`src/rtl/core/sfd_pkg.sv`:
```
// ----------------------------------------------------------------------------
// sfd_pkg
// Types, constants and the type-id classifier of the structured field deframer.
// ----------------------------------------------------------------------------
package sfd_pkg;

  localparam int OFFSET_BITS_DEFAULT = 32;
  localparam int FIELD_OFFSET_W      = 32;
  localparam int NUM_KNOWN           = 10;

  localparam logic [7:0]  PREFIX_BYTE = 8'h5A;
  localparam logic [15:0] HEADER_LEN  = 16'd8;

  localparam logic [23:0] KNOWN_IDS [NUM_KNOWN] = '{
    24'hD3A9A8, 24'hD3A090, 24'hD3ABCC, 24'hD3A8AF, 24'hD3A9AF,
    24'hD3A8CE, 24'hD3A8CC, 24'hD3A788, 24'hD3A8C6, 24'hD3EEEE
  };

  typedef enum logic [1:0] {
    ERR_OK     = 2'd0,
    ERR_PREFIX = 2'd1,
    ERR_SHORT  = 2'd2
  } err_t;

  typedef enum logic [3:0] {
    PH_IDLE   = 4'd0,
    PH_LEN_HI = 4'd1,
    PH_LEN_LO = 4'd2,
    PH_ID_0   = 4'd3,
    PH_ID_1   = 4'd4,
    PH_ID_2   = 4'd5,
    PH_FLAG   = 4'd6,
    PH_RSV_0  = 4'd7,
    PH_RSV_1  = 4'd8,
    PH_SKIP   = 4'd9
  } phase_t;

  typedef struct packed {
    logic        valid;
    logic [31:0] field_offset;
    logic [15:0] field_length;
    logic [3:0]  type_class;
    logic [23:0] type_id;
    logic [7:0]  flag_byte;
    logic [15:0] reserved_bytes;
    err_t        error_code;
  } result_t;

  // 0 when unknown, else 1-based position in the known list
  function automatic logic [3:0] classify(input logic [23:0] id);
    logic [3:0] cls;
    cls = '0;
    for (int k = NUM_KNOWN - 1; k >= 0; k--) begin
      if (KNOWN_IDS[k] == id) begin
        cls = 4'(k + 1);
      end
    end
    return cls;
  endfunction

endpackage

```
`src/rtl/core/sfd_if.sv`:
```
// ----------------------------------------------------------------------------
// sfd_if
// Valid/ready channels: the raw byte stream and the per-field result stream.
// ----------------------------------------------------------------------------
interface sfd_byte_if;
  logic       valid;
  logic       ready;
  logic [7:0] data_byte;

  modport source (output valid, output data_byte, input ready);
  modport sink (input valid, input data_byte, output ready);
endinterface

interface sfd_field_if;
  logic        valid;
  logic        ready;
  logic [31:0] field_offset;
  logic [15:0] field_length;
  logic [3:0]  type_class;
  logic [23:0] type_id;
  logic [7:0]  flag_byte;
  logic [15:0] reserved_bytes;
  logic [1:0]  error_code;

  modport source (
    output valid, output field_offset, output field_length, output type_class,
    output type_id, output flag_byte, output reserved_bytes, output error_code,
    input ready
  );
  modport sink (
    input valid, input field_offset, input field_length, input type_class,
    input type_id, input flag_byte, input reserved_bytes, input error_code,
    output ready
  );
endinterface

```
`src/rtl/core/sfd_parser.sv`:
```
// ----------------------------------------------------------------------------
// sfd_parser
// Introducer state machine: tracks the phase within a field, collects the
// introducer bytes and forms the result for the byte currently presented.
// ----------------------------------------------------------------------------
module sfd_parser #(
  parameter int OFFSET_BITS = sfd_pkg::OFFSET_BITS_DEFAULT
) (
  input  logic              clk,
  input  logic              rst,
  input  logic              step,
  input  logic [7:0]        data_byte,
  output sfd_pkg::result_t  result
);

  localparam int OUT_W = sfd_pkg::FIELD_OFFSET_W;

  sfd_pkg::phase_t        phase, phase_next;
  logic [15:0]            skip_count, skip_count_next, skip_dec;
  logic [OFFSET_BITS-1:0] byte_offset, byte_offset_next;
  logic [OFFSET_BITS-1:0] start_offset, start_offset_next;
  logic [15:0]            length_value, length_value_next;
  logic [23:0]            id_value, id_value_next;
  logic [7:0]             flag_value, flag_value_next;
  logic [7:0]             first_reserved, first_reserved_next;
  logic                   halted, halted_next;

  assign skip_dec = (skip_count == 16'd0) ? 16'd0 : skip_count - 16'd1;

  always_comb begin
    phase_next          = phase;
    skip_count_next     = skip_count;
    byte_offset_next    = byte_offset;
    start_offset_next   = start_offset;
    length_value_next   = length_value;
    id_value_next       = id_value;
    flag_value_next     = flag_value;
    first_reserved_next = first_reserved;
    halted_next         = halted;
    if (!halted) begin
      byte_offset_next = byte_offset + OFFSET_BITS'(1);
      case (phase)
        sfd_pkg::PH_LEN_HI: begin
          length_value_next = {data_byte, 8'h00};
          phase_next        = sfd_pkg::PH_LEN_LO;
        end
        sfd_pkg::PH_LEN_LO: begin
          length_value_next = {length_value[15:8], data_byte};
          phase_next        = sfd_pkg::PH_ID_0;
        end
        sfd_pkg::PH_ID_0: begin
          id_value_next = {data_byte, 16'h0000};
          phase_next    = sfd_pkg::PH_ID_1;
        end
        sfd_pkg::PH_ID_1: begin
          id_value_next = {id_value[23:16], data_byte, 8'h00};
          phase_next    = sfd_pkg::PH_ID_2;
        end
        sfd_pkg::PH_ID_2: begin
          id_value_next = {id_value[23:8], data_byte};
          phase_next    = sfd_pkg::PH_FLAG;
        end
        sfd_pkg::PH_FLAG: begin
          flag_value_next = data_byte;
          phase_next      = sfd_pkg::PH_RSV_0;
        end
        sfd_pkg::PH_RSV_0: begin
          first_reserved_next = data_byte;
          phase_next          = sfd_pkg::PH_RSV_1;
        end
        sfd_pkg::PH_RSV_1: begin
          if (length_value < sfd_pkg::HEADER_LEN) begin
            phase_next = sfd_pkg::PH_IDLE;
          end else begin
            skip_count_next = length_value - sfd_pkg::HEADER_LEN;
            phase_next = (length_value == sfd_pkg::HEADER_LEN) ?
                         sfd_pkg::PH_IDLE : sfd_pkg::PH_SKIP;
          end
        end
        sfd_pkg::PH_SKIP: begin
          skip_count_next = skip_dec;
          if (skip_dec == 16'd0) begin
            phase_next = sfd_pkg::PH_IDLE;
          end
        end
        default: begin
          // expecting a prefix; anything else halts the block for good
          if (data_byte == sfd_pkg::PREFIX_BYTE) begin
            start_offset_next = byte_offset;
            phase_next        = sfd_pkg::PH_LEN_HI;
          end else begin
            halted_next = 1'b1;
            phase_next  = sfd_pkg::PH_IDLE;
          end
        end
      endcase
    end
  end

  always_comb begin
    result = '0;
    if (!halted) begin
      case (phase)
        sfd_pkg::PH_RSV_1: begin
          result.valid          = 1'b1;
          result.field_offset   = OUT_W'(start_offset);
          result.field_length   = length_value;
          result.type_class     = sfd_pkg::classify(id_value);
          result.type_id        = id_value;
          result.flag_byte      = flag_value;
          result.reserved_bytes = {first_reserved, data_byte};
          result.error_code     = (length_value < sfd_pkg::HEADER_LEN) ?
                                  sfd_pkg::ERR_SHORT : sfd_pkg::ERR_OK;
        end
        sfd_pkg::PH_LEN_HI, sfd_pkg::PH_LEN_LO, sfd_pkg::PH_ID_0,
        sfd_pkg::PH_ID_1, sfd_pkg::PH_ID_2, sfd_pkg::PH_FLAG,
        sfd_pkg::PH_RSV_0, sfd_pkg::PH_SKIP: begin
          result = '0;
        end
        default: begin
          if (data_byte != sfd_pkg::PREFIX_BYTE) begin
            result.valid        = 1'b1;
            result.field_offset = OUT_W'(byte_offset);
            result.error_code   = sfd_pkg::ERR_PREFIX;
          end
        end
      endcase
    end
  end

  always_ff @(posedge clk) begin
    if (rst) begin
      phase          <= sfd_pkg::PH_IDLE;
      skip_count     <= '0;
      byte_offset    <= '0;
      start_offset   <= '0;
      length_value   <= '0;
      id_value       <= '0;
      flag_value     <= '0;
      first_reserved <= '0;
      halted         <= 1'b0;
    end else if (step) begin
      phase          <= phase_next;
      skip_count     <= skip_count_next;
      byte_offset    <= byte_offset_next;
      start_offset   <= start_offset_next;
      length_value   <= length_value_next;
      id_value       <= id_value_next;
      flag_value     <= flag_value_next;
      first_reserved <= first_reserved_next;
      halted         <= halted_next;
    end
  end

endmodule

```
`src/rtl/core/structured_field_deframer_unit.sv`:
```
// ----------------------------------------------------------------------------
// structured_field_deframer_unit
// Splits a byte stream into structured fields and reports each introducer.
// ----------------------------------------------------------------------------
// Takes one byte per cycle while the byte stream is not stalled and gives one
// result per field introducer. A byte is latched in an input register, run
// through the introducer state machine once the output register is free, and
// its result (if any) lands in that output register, which drives the result
// port until the sink takes it. The block stalls the byte stream only while
// the output register holds a result that the sink has not taken. A bad
// prefix gives one error result, after which bytes are still taken but
// ignored until reset. The stream offset counter is OFFSET_BITS wide and
// wraps; its low 32 bits are reported.
module structured_field_deframer_unit #(
  parameter int OFFSET_BITS = sfd_pkg::OFFSET_BITS_DEFAULT
) (
  input logic        clk,
  input logic        rst,
  sfd_byte_if.sink   stream,
  sfd_field_if.source fields
);

  logic             s1_valid;
  logic [7:0]       s1_byte;
  logic             out_free;
  logic             s1_go;
  logic             out_valid;
  sfd_pkg::result_t res;
  sfd_pkg::result_t out_res;

  assign out_free     = !out_valid || fields.ready;
  assign s1_go        = s1_valid && out_free;
  assign stream.ready = !s1_valid || out_free;

  sfd_parser #(
    .OFFSET_BITS (OFFSET_BITS)
  ) u_parser (
    .clk       (clk),
    .rst       (rst),
    .step      (s1_go),
    .data_byte (s1_byte),
    .result    (res)
  );

  always_ff @(posedge clk) begin
    if (rst) begin
      s1_valid  <= 1'b0;
      out_valid <= 1'b0;
    end else begin
      if (stream.ready) begin
        s1_valid <= stream.valid;
      end
      if (out_free) begin
        out_valid <= s1_go && res.valid;
      end
    end
  end

  always_ff @(posedge clk) begin
    if (stream.ready) begin
      s1_byte <= stream.data_byte;
    end
    if (out_free) begin
      out_res <= res;
    end
  end

  assign fields.valid          = out_valid;
  assign fields.field_offset   = out_res.field_offset;
  assign fields.field_length   = out_res.field_length;
  assign fields.type_class     = out_res.type_class;
  assign fields.type_id        = out_res.type_id;
  assign fields.flag_byte      = out_res.flag_byte;
  assign fields.reserved_bytes = out_res.reserved_bytes;
  assign fields.error_code     = out_res.error_code;

endmodule

```
`src/flat_wrapper.sv`:
```
// flat-port wrapper written by rule: the top's interface ports become plain ports
module structured_field_deframer_unit_flat 
#(
  parameter int OFFSET_BITS = sfd_pkg::OFFSET_BITS_DEFAULT
)
  (clk, rst, stream_valid, stream_data_byte, stream_ready, fields_valid, fields_field_offset, fields_field_length, fields_type_class, fields_type_id, fields_flag_byte, fields_reserved_bytes, fields_error_code, fields_ready);
  sfd_byte_if stream_i ();
  sfd_field_if fields_i ();
  input logic clk;
  input logic rst;
  input wire logic [$bits(stream_i.valid)-1:0] stream_valid;
  input wire logic [$bits(stream_i.data_byte)-1:0] stream_data_byte;
  output wire logic [$bits(stream_i.ready)-1:0] stream_ready;
  output wire logic [$bits(fields_i.valid)-1:0] fields_valid;
  output wire logic [$bits(fields_i.field_offset)-1:0] fields_field_offset;
  output wire logic [$bits(fields_i.field_length)-1:0] fields_field_length;
  output wire logic [$bits(fields_i.type_class)-1:0] fields_type_class;
  output wire logic [$bits(fields_i.type_id)-1:0] fields_type_id;
  output wire logic [$bits(fields_i.flag_byte)-1:0] fields_flag_byte;
  output wire logic [$bits(fields_i.reserved_bytes)-1:0] fields_reserved_bytes;
  output wire logic [$bits(fields_i.error_code)-1:0] fields_error_code;
  input wire logic [$bits(fields_i.ready)-1:0] fields_ready;
  assign stream_i.valid = stream_valid;
  assign stream_i.data_byte = stream_data_byte;
  assign stream_ready = stream_i.ready;
  assign fields_valid = fields_i.valid;
  assign fields_field_offset = fields_i.field_offset;
  assign fields_field_length = fields_i.field_length;
  assign fields_type_class = fields_i.type_class;
  assign fields_type_id = fields_i.type_id;
  assign fields_flag_byte = fields_i.flag_byte;
  assign fields_reserved_bytes = fields_i.reserved_bytes;
  assign fields_error_code = fields_i.error_code;
  assign fields_i.ready = fields_ready;
  structured_field_deframer_unit #(.OFFSET_BITS(OFFSET_BITS)) u_core (.clk(clk), .rst(rst), .stream(stream_i), .fields(fields_i));
endmodule
```
`config.mk`:
```
export PLATFORM = sky130hd
export DESIGN_NAME = structured_field_deframer_unit_flat
export DESIGN_NICKNAME = d
export VERILOG_FILES = /design/src/rtl/core/sfd_pkg.sv /design/src/rtl/core/sfd_if.sv /design/src/rtl/core/sfd_parser.sv /design/src/rtl/core/structured_field_deframer_unit.sv /design/src/flat_wrapper.sv
export SDC_FILE = /design/constraint.sdc
export NUM_CORES = 1
export LEC_CHECK = 0
export BUFFER_PORTS_ARGS = -buffer_cell sky130_fd_sc_hd__buf_2
export CAP_MARGIN = 20
export CELL_PAD_IN_SITES_DETAIL_PLACEMENT = 0
export CELL_PAD_IN_SITES_GLOBAL_PLACEMENT = 1
export CORE_MARGIN = 2
export CORE_UTILIZATION = 46
export DETAILED_ROUTE_END_ITERATION = 16
export GPL_TIMING_DRIVEN = 0
export PLACE_DENSITY = 0.85
export SLEW_MARGIN = 25
export SYNTH_ARGS = -nofsm -noshare
export SYNTH_HDL_FRONTEND = slang
export SYNTH_HIERARCHICAL = 1
export SYNTH_SLANG_ARGS = --single-unit
```
`constraint.sdc`:
```
create_clock -name clk -period 6.6 [get_ports clk]
set_input_delay 0 -clock clk [delete_from_list [all_inputs] [get_ports clk]]
set_output_delay 0 -clock clk [all_outputs]
set_load 0.1 [all_outputs]
```
Word-level counts from Yosys, hierarchy flattened --
Cells that the tools add are included. W data, S select, Z words.
Cells by class: add/sub/neg operators 3, $lt $le $gt $ge 1, equality and inequality tests 24, mux-type cells 30, bitwise logic cells 6, reduce and logical (&&, ||, !) cells 29
Operators by type and width (number):
- $eq A24 B24 Y1 const A | 10
- $mux W103 | 1
- $pmux W24 S3 | 1
- $mux W68 | 1
- $pmux W33 S2 | 1
- $pmux W16 S2 | 2
- $mux W4 | 13
- $pmux W4 S9 | 1
- $mux W33 | 1
- $add A32 B1 Y32 const B | 1
- $logic_not A16 Y1 | 2
- $mux W16 | 2
- $reduce_or A9 Y1 | 2
- $eq A16 B4 Y1 const B | 1
- $eq A4 B3 Y1 const B | 4
- $lt A16 B4 Y1 const B | 1
- $reduce_and A4 Y1 | 4
- $sub A16 B1 Y16 const B | 1
- $sub A16 B4 Y16 const B | 1
- $reduce_and A3 Y1 | 5
- $eq A4 B2 Y1 const B | 2
- $eq A4 B4 Y1 const B | 2
- $eq A8 B7 Y1 const B | 1
- $ne A8 B7 Y1 const B | 1
- other kinds (17) | 32
Word-level totals: flip-flop bits (word level) 253, bits of input ports 12, output and inout bits 104

Longest topological paths before layout --
Gate-level depths: netlist (run 1).
depth in word-level cells 14, mapped depth 9

Cells and area by module --
Netlist (run 1), hierarchy kept.
By module, submodules not included:
- sfd_parser | instances 1, cells an instance 919, area an instance 7235.7 um^2, seq. area each 2822.7 um^2
- structured_field_deframer_unit | instances 1, cells an instance 119, area an instance 3380.7 um^2, seq. area each 3343.2 um^2

Worst setup path before layout (run 1) --
No wires, ideal clock.
path type flip-flop to flip-flop, start point register u_core.out_valid, in the netlist u_core/fields.valid, end point register u_core.u_parser.length_value[0], library setup time 0.065 ns, data arrival time 5.032 ns, required time 6.535 ns, path slack 1.503 ns, stages on the path, launching flop included 9, buffers on the path 1, path through dfxtp_1 -> nand2b_1 -> and2_1 -> nand2b_1 -> buf_1 -> nor2_1 -> nor2_1 -> a22oi_1 -> nor2_1
Between the ends: word-level cells in the longest chain between the ends 4
RTL lines:
- start, declared | line structured_field_deframer_unit.sv:27 | logic out_valid;
- start signal, assigned | line structured_field_deframer_unit.sv:54 | out_valid <= s1_go && res.valid;
- $logic_not A1 Y1 | line structured_field_deframer_unit.sv:31 | assign out_free = !out_valid || fields.ready;
- $logic_or A1 B1 Y1 | line structured_field_deframer_unit.sv:31
- net u_core.out_free | line structured_field_deframer_unit.sv:25 | logic out_free;
- $logic_and A1 B1 Y1 | line structured_field_deframer_unit.sv:32 | assign s1_go = s1_valid && out_free;
- net u_core.s1_go | line structured_field_deframer_unit.sv:26 | logic s1_go;
- $reduce_and A3 Y1 (no source line)
- end signal, assigned | line sfd_parser.sv:147 | length_value <= length_value_next;
- end, declared | line sfd_parser.sv:22 | logic [15:0] length_value, length_value_next;
The timed path passes the listed nets, and every way through them passes these cells. A chain may end at the register's enable or synchronous reset.

Worst setup path after layout (run 1) --
start point register u_core.u_parser.phase[3], end point register u_core.out_res, in the netlist u_core/fields.type_class[1] (data pin)
Between the ends: word-level cells in the longest chain between the ends 3
RTL lines:
- start, declared | line sfd_parser.sv:18 | sfd_pkg::phase_t phase, phase_next;
- start signal, assigned | line sfd_parser.sv:133 | phase <= sfd_pkg::PH_IDLE;
- start signal, assigned | line sfd_parser.sv:143 | phase <= phase_next;
- $eq A4 B4 Y1 | line sfd_parser.sv:103 | case (phase)
- $not A1 Y1 (no source line)
- $reduce_or A3 Y1 (no source line)
- end signal, assigned | line structured_field_deframer_unit.sv:64 | out_res <= res;
- end, declared | line structured_field_deframer_unit.sv:29 | sfd_pkg::result_t out_res;
No other way between the ends.

==> run metrics, run 1 <==
most frequent cells in the layout=dfxtp_1 (143), nand2_1 (132), buf_2 (120), nor2_1 (115), edfxtp_1 (110); Die Height=~160 um; yosys warns=6; Netlist cell types=60; Post-Place Worst Slack=between 3000 and 4000 ps; crit path launch type=flip-flop; Final setup viols=0; Final Power=3.56 mW; DRT iter0 DRCs=between 600 and 700; final instance area=12600 sq um; CP Buf/Inv Count=3; vias in the first global route=7843; io pins=116; CTS tree=yes; status=finished clean; Die ar.=approximately 24000 sq um; Pre-Repair DR Iteration Count=6; die width=156 um; CP delay by family, top=buffers and inverters; clk_lat worst skew=about 530 ps; H-Tree Depth=1; unrepaired setup endpoints after global routing=no; Worst-path clk slew=60 ps; CP cell instances=buf_1 -> nand3b_1 -> nor2_1 -> buf_2 -> clkbuf_1 -> o21ai_0 -> a21oi_1; WL final=26.3 mm; CP arrival=approximately 3700 ps; VDD IR-drop max=0.174 mV; final worst slack=3320 ps; Worst R2R End=u_core/fields.type_class[1]; clock skew=15.8 ps; Fin. Hold Viols=0; Max Slew Vio Count=0; DP HPWL=roughly 18 mm; DRC Markers=0; FFs w/ async S/R, synth=0; drt wl/cell=17.6 um; Layout Cells excl Fill=1497; placed cell areas=~12000 sq um; ant diodes=0; hold_buf cts=10; minimum clock period=3280 ps; slowest cell on the critical path=nor2_1; core area=22600 sq um; pin count of the biggest net entering global routing=just under 60; crit path capture=u_core/fields.type_class[1]; slowest cell delay on critical path=800 ps; # rows=55; CTS Buf Count=26; R2R setup slack=3320 ps; cell depth of the worst setup path=7; Via density=5.54; area grow syn2layout=18.4%; R2R depth=7; Initial Util=0.469; IO buf count=between 100 and 150; Hold WS=approximately 170 ps; Post-Syn Nets=about 1.1k; Synth Register Bits=253; register area share after synthesis=0.581; layout cells sized above 1=0.146; All-Layer GR Usage=0.216; Tightest Pin Transition=962 ps; cell count after synthesis=approximately 1.0k; Vias=8293; max_slew headroom=0.356; GPL Wtd Cong=0.883; initial antenna violation count=0; number of max-cap violations=0; CTS root buffer=clkbuf_16; Hold Path Depth=2; CP Class=flip-flop to flip-flop; Setup Fix Bufs, Post-CTS=0; Placed Instances=between 1k and 1.5k; Overflow after GRT=0; Sink Count=253; Avg Inst Size Synth=10.2 sq um; Pleak=roughly 5 nW; # resized after CTS=0; Antenna Nets Post-Route=0; Max Clk Rate=approximately 300 MHz; Post-Syn Area=~11000 sq um; Hold Path Class=primary input to flip-flop; Finished Core Util=0.555; Worst R2R Start=u_core/u_parser/phase[3]; final period utilization=0.497; most common cell after layout, fill and taps aside=dfxtp_1; first-pass GRT wire length=42.2 mm; worst-path maximum fanout=10; Req. time, crit path=roughly 7000 ps; critical path endpoint category=flip-flop; pwr dens=roughly 280 nW/um^2; crit path from=u_core/u_parser/phase[3]; nets@finish=1207; Max Root-Sink Buffers=3; predominant post-synthesis flop cell=dfxtp_1; TNS Setup=0 ps; number of synthesized flops with an enable pin=110
-- final cells by class --
type                       count  area [sq um]
fill                        1962         10100
sequential                   253          6170
timing repair buffer         126           703
clock buffer                  41           800
inverter                      10          37.5
clock inverter                 7          77.6
buffer                        62           255
tap                          285           357
multi-input combinational    713          4180
-- flip-flops by register name, indices dropped and copies added (netlist names), 4 cells and up --
register                        cells
u_core/fields.field_offset         32
u_core/fields.field_length         16
u_core/u_parser/length_value       16
u_core/u_parser/phase               4
u_core/u_parser/skip_count         16
u_core/fields.type_class            4
u_core/u_parser/flag_value          8
u_core/fields.reserved_bytes       16
u_core/u_parser/start_offset       32
u_core/fields.type_id              24
u_core/u_parser/id_value           24
u_core/s1_byte                      8
u_core/u_parser/byte_offset        32
u_core/u_parser/first_reserved      8
u_core/fields.flag_byte             8
-- per-layer routing --
metal	wire [um]	vias up	share of wire	GRT usage
li1	-	4034	-	-
met1	12200	3955	0.46	0.307
met2	11900	253	0.45	0.344
met3	1320	51	0.050	0.0272
met4	824	0	0.031	0.0730
met5	0	-	0	0
-- report_power, final --
| group | switching, mW | leakage (nW) | internal [mW] |
|---|---|---|---|
| clock network | 0.596 | 0.430 | 0.874 |
| logic | 0.346 | 1.99 | 0.0625 |
| registers | 0.0147 | 2.46 | 1.67 |
| total | 0.956 | 4.88 | 2.60 |
-- kinds of logic after synthesis --
group,count (synthesis),synth area share
AO/OA/AOI/OAI,197,0.123
flip-flops,253,0.581
adder cells (fa/ha/maj),3,0.00354
multiplexers,19,0.0179
XOR/XNOR,42,0.0346
AND/OR/NAND/NOR,452,0.212
buffers and inverters,72,0.0276
-- worst min path at each step --
stage | start | slack [ps] | to
3_3_place_gp | stream_data_byte[1] | 180 | u_core/s1_byte[1]
6_report | stream_data_byte[0] | 170 | u_core/s1_byte[0]
3_5_place_dp | stream_data_byte[5] | 180 | u_core/s1_byte[5]
4_1_cts | stream_data_byte[1] | 160 | u_core/s1_byte[1]
2_1_floorplan | rst | 70 | u_core/fields.valid
5_1_grt | stream_data_byte[0] | 170 | u_core/s1_byte[0]
-- synthesized netlist by cell type, drive strengths merged (23+ instances only) --
| cell | count | area [sq um] |
|---|---|---|
| nor2 | 115 | 432 |
| a22oi | 30 | 225 |
| a22o | 32 | 280 |
| and2 | 65 | 407 |
| nand2 | 132 | 495 |
| clkbuf | 49 | 185 |
| o21ai | 25 | 125 |
| a21oi | 69 | 345 |
| xor2 | 32 | 280 |
| edfxtp | 110 | 3300 |
| nor3 | 23 | 120 |
| nand3 | 29 | 145 |
| dfxtp | 143 | 2860 |
No activity file was read; power rests on OpenSTA's default activity.
==> run 2: changes to the inputs <==
==> constraint.sdc (replaced) <==
create_clock -name clk -period 3.2 [get_ports clk]
set_input_delay 0 -clock clk [delete_from_list [all_inputs] [get_ports clk]]
set_output_delay 0 -clock clk [all_outputs]
set_load 0.1 [all_outputs]
==> run 2 against run 1 <==
- clock skew shrank 6.8 ps
- wire length decreased by 0.36%
- final cell count barely moved
- core utilization grew 0.088 points
- worst hold slack better by 19 ps
- sequential power increased by 110%
- cell area grew 0.16%
- flip-flop and latch count stayed put
- non-clock buffer count did not move
- clock power up 110%
- via count up 0.27%
- highest routed layer unchanged
==> run metrics, run 2 (synthesized netlist as in run 1, its figures left out) <==
CP delay by family, top=buffers and inverters; DRT iter0 DRCs=677; Max Slew Vio Count=0; Pleak=just under 5 nW; Sequential Area=6170 sq um; pwr dens=585 nW/um^2; Worst-path clk slew=approximately 60 ps; GPL Wtd Cong=0.909; clock skew=9.03 ps; Die ar.=between 20000 and 25000 sq um; Max Root-Sink Buffers=3; slowest cell delay on critical path=about 470 ps; final instance area=12600 sq um; CTS Buf Count=26; Final setup viols=0; status=finished clean; Pre-Repair DR Iteration Count=5; Sink Count=253; DP HPWL=~18 mm; Post-Place Worst Slack=-196 ps; clk_lat worst skew=520 ps; CP cell instances=buf_1 -> nand3b_1 -> nor2_2 -> buf_2 -> clkbuf_1 -> o21ai_0 -> a21oi_1; most frequent cells in the layout=dfxtp_1 (142), nand2_1 (132), buf_2 (120), nor2_1 (114), edfxtp_1 (110); CTS tree=yes; WL final=26.2 mm; Tightest Pin Transition=1050 ps; unrepaired setup endpoints after global routing=no; worst-path maximum fanout=10; CTS root buffer=clkbuf_16; # rows=55; layout cells sized above 1=0.147; Setup Fix Bufs, Post-CTS=0; Layout Cells excl Fill=approximately 1.5k; core area=about 23000 sq um; final period utilization=0.920; area grow syn2layout=18.6%; vias in the first global route=7623; slowest cell on the critical path=nor2_2; ant diodes=0; pin count of the biggest net entering global routing=58; CP Class=flip-flop to flip-flop; filler cell count=1978; crit path launch type=flip-flop; Finished Core Util=0.556; All-Layer GR Usage=0.211; Antenna Nets Post-Route=0; H-Tree Depth=1; nets@finish=1208; critical path endpoint category=flip-flop; Max Clk Rate=340 MHz; minimum clock period=just under 3000 ps; number of max-cap violations=0; Overflow after GRT=0; VDD IR-drop max=0.413 mV; Die Height=156 um; io pins=116; CP arrival=3300 ps; Vias=roughly 8.3k; Req. time, crit path=3560 ps; most common cell after layout, fill and taps aside=dfxtp_1; DRC Markers=0; drt wl/cell=around 18 um; initial antenna violation count=0; TNS Setup=0 ps; footprint of the multi-input gates=4200 sq um; Fin. Hold Viols=0; max_slew headroom=0.295; Via density=5.55; die width=approximately 160 um; Placed Instances=~1.4k; IO buf count=~120; CP Buf/Inv Count=3; placed cell areas=about 12000 sq um; Initial Util=0.469; final worst slack=257 ps; first-pass GRT wire length=roughly 40 mm; Hold Path Class=primary input to flip-flop
-- run 2: repair_timing --
action / CTS / global route
resized for setup: 2 / 2
endpoints found under the hold margin: 10 / 0
hold buffers: 10 / 0
gates cloned: 0 / 1
endpoints found under the setup margin: 9 / 41
-- run 2: power by group --
group	internal (mW)	leakage (nW)	switching (mW)
Clock	1.86	0.426	1.19
Sequential	3.44	2.46	0.0310
Combinational	0.129	2.01	0.712
-- run 2: final cells by class --
cell class,count,area share
flip-flops and latches,253,0.490
multi-input cells,714,0.333
plain buffers,62,0.0203
clock buffers,40,0.0599
clock inverters,8,0.00964
well taps,285,0.0283
inverters,10,0.00298
repair buffers,126,0.0558
-- run 2: per-layer routing --
layer	vias to the layer above	GRT usage	part of all wire
li1	4033	-	-
met1	3969	0.304	0.47
met4	0	0.0559	0.022
met2	266	0.335	0.45
met5	-	0	0
met3	47	0.0308	0.055
-- run 2: worst paths after layout --
check                                   start                               end  slack, ps  depth (start not counted)
max                  u_core/u_parser/phase[3]       u_core/fields.type_class[1]        260                          7
min                       stream_data_byte[0]                 u_core/s1_byte[0]        190                          2
max reg2reg          u_core/u_parser/phase[3]       u_core/fields.type_class[1]        260                          7
min reg2reg  u_core/u_parser/start_offset[15]  u_core/u_parser/start_offset[15]        450                          2
-- run 2: stage by stage --
stage | hold slack, ps | total power [mW]
2_1_floorplan | 61.7 | 4.20
3_3_place_gp | 179 | 4.36
3_5_place_dp | 178 | 4.36
4_1_cts | 178 | 7.42
5_1_grt | 183 | 7.61
6_report | 194 | 7.37
==> run 3: changes to the inputs <==
--- a/config.mk
+++ b/config.mk
@@ -13,7 +13,7 @@
 export CORE_UTILIZATION = 46
 export DETAILED_ROUTE_END_ITERATION = 16
 export GPL_TIMING_DRIVEN = 0
-export PLACE_DENSITY = 0.85
+export PLACE_DENSITY_LB_ADDON = 0.1
 export SLEW_MARGIN = 25
 export SYNTH_ARGS = -nofsm -noshare
 export SYNTH_HDL_FRONTEND = slang
==> run 3 against run 2 <==
- clock skew increased by 8.3 ps
- first-iteration DRC count decreased by 24%
- critical path type unchanged
- largest power group unchanged
- die area unchanged
- count of clock-buffer cells in the layout decreased by 1
- register-to-register slack improved by 20 ps
- worst hold slack got worse by 130 ps
==> run metrics, run 3 (synthesized netlist as in run 1, its figures left out) <==
status=finished clean; Setup Fix Bufs, Post-CTS=0; Tightest Pin Transition=836 ps; Pre-Repair DR Iteration Count=6; WL met2=12.2 mm; most frequent cells in the layout=dfxtp_1 (142), nand2_1 (132), buf_2 (120), nor2_1 (113), edfxtp_1 (110); Final setup viols=0; die width=156 um; vias in the first global route=7698; Worst R2R End=u_core/u_parser/byte_offset[31]; most common cell after layout, fill and taps aside=dfxtp_1; final instance area=12700 sq um; crit path launch type=flip-flop; R2R setup slack=between 200 and 300 ps; crit path capture=u_core/u_parser/byte_offset[31]; pwr dens=593 nW/um^2; drt wl/cell=17.9 um; final worst slack=272 ps; crit path from=u_core/fields.valid; Post-Place Worst Slack=-23.8 ps; Via density=5.49; VDD IR-drop max=0.376 mV; Max Root-Sink Buffers=3; ant diodes=0; CTS Buf Count=27; clock skew=17.3 ps; initial antenna violation count=0; nets@finish=1209; Max Clk Rate=342 MHz; pin count of the biggest net entering global routing=48; max_slew headroom=0.438; clk_lat worst skew=approximately 530 ps; Antenna Nets Post-Route=0; Req. time, crit path=3590 ps; Layout Cells excl Fill=1500; Vias=8239; Overflow after GRT=0; Worst R2R Start=u_core/fields.valid; M1 WL=about 13 mm; CTS tree=yes; final period utilization=0.915; Worst-path clk slew=60 ps; CP Class=flip-flop to flip-flop; DR WL met3=1.43 mm; DRT iter0 DRCs=516; Pleak=4.95 nW; worst-path maximum fanout=40; H-Tree Depth=1; placed cell areas=about 12000 sq um; layout cells sized above 1=0.153; number of max-cap violations=0; GPL Wtd Cong=between 0.8 and 0.9; critical path endpoint category=flip-flop; Max Slew Vio Count=0; R2R depth=9; area grow syn2layout=19.4%; IO buf count=between 100 and 150; # rows=55; CTS root buffer=clkbuf_16; Finished Core Util=0.560; core area=approximately 23000 sq um; Hold Path Class=primary input to flip-flop; DP HPWL=18.3 mm; first-pass GRT wire length=42.7 mm; DRC Markers=0; Placed Instances=1440; Die Height=between 150 and 200 um; minimum clock period=2930 ps; Die ar.=around 24000 sq um; Fin. Hold Viols=0; All-Layer GR Usage=0.221; WL final=26.8 mm; Sink Count=253; Initial Util=0.469; unrepaired setup endpoints after global routing=yes; CP arrival=3320 ps; max layer used=met4; io pins=116
## run 3: worst min path at each step
stage | slack, ps | start | end | cells past startpoint
2_1_floorplan | 60 | rst | u_core/fields.valid | 1
3_5_place_dp | 180 | stream_data_byte[7] | u_core/s1_byte[7] | 1
4_1_cts | 40 | fields_ready | u_core/fields.field_offset[17] | 2
6_report | 60 | fields_ready | u_core/fields.field_offset[16] | 2
5_1_grt | 80 | fields_ready | u_core/fields.field_offset[18] | 2
3_3_place_gp | 180 | stream_data_byte[0] | u_core/s1_byte[0] | 1
## run 3: per-layer routing
layer	up-vias	track usage
met1	3919	0.323
met4	0	0.0511
met2	232	0.351
li1	4053	-
met3	35	0.0297
met5	-	0
## run 3: repair_timing
action	4_1_cts	5_1_grt
cloned	0	0
hold endpoints to repair	10	0
resized for setup	1	3
endpoints found under the setup margin	11	10
hold buffers	10	0
## run 3: area by class of cell
cell class | instances | area, sq um
plain buffers | 62 | 255
clock inverters | 11 | 113
fillers | 2036 | 9970
inverters | 10 | 37.5
repair buffers | 127 | 716
flip-flops and latches | 253 | 6170
multi-input cells | 713 | 4210
well taps | 285 | 357
clock buffers | 39 | 823
## run 3: per-stage QoR
step / setup TNS [ps] / power [mW] / hold WS (ps)
3_5_place_dp: -23.8 / 4.37 / 178
3_3_place_gp: -20150 / 4.37 / 178
2_1_floorplan: 0 / 4.20 / 61.7
4_1_cts: 0 / 7.59 / 44.2
5_1_grt: -8.06 / 7.78 / 84.8
6_report: 0 / 7.52 / 58.8
## run 3: worst max-delay path, stage by stage, from the launching register on
cell and delay, ps:
dfxtp_2 340, nand2b_4 250, buf_12 280, and2_1 210, nor2b_1 350, nand4_1 460
nor4_4 490, nand3_1 160, xor2_1 170, nor2_1 60
## run 3: where the power goes
group,switching (mW),internal (mW)
combinational,0.719,0.130
clock,1.25,1.95
sequential,0.0301,3.44
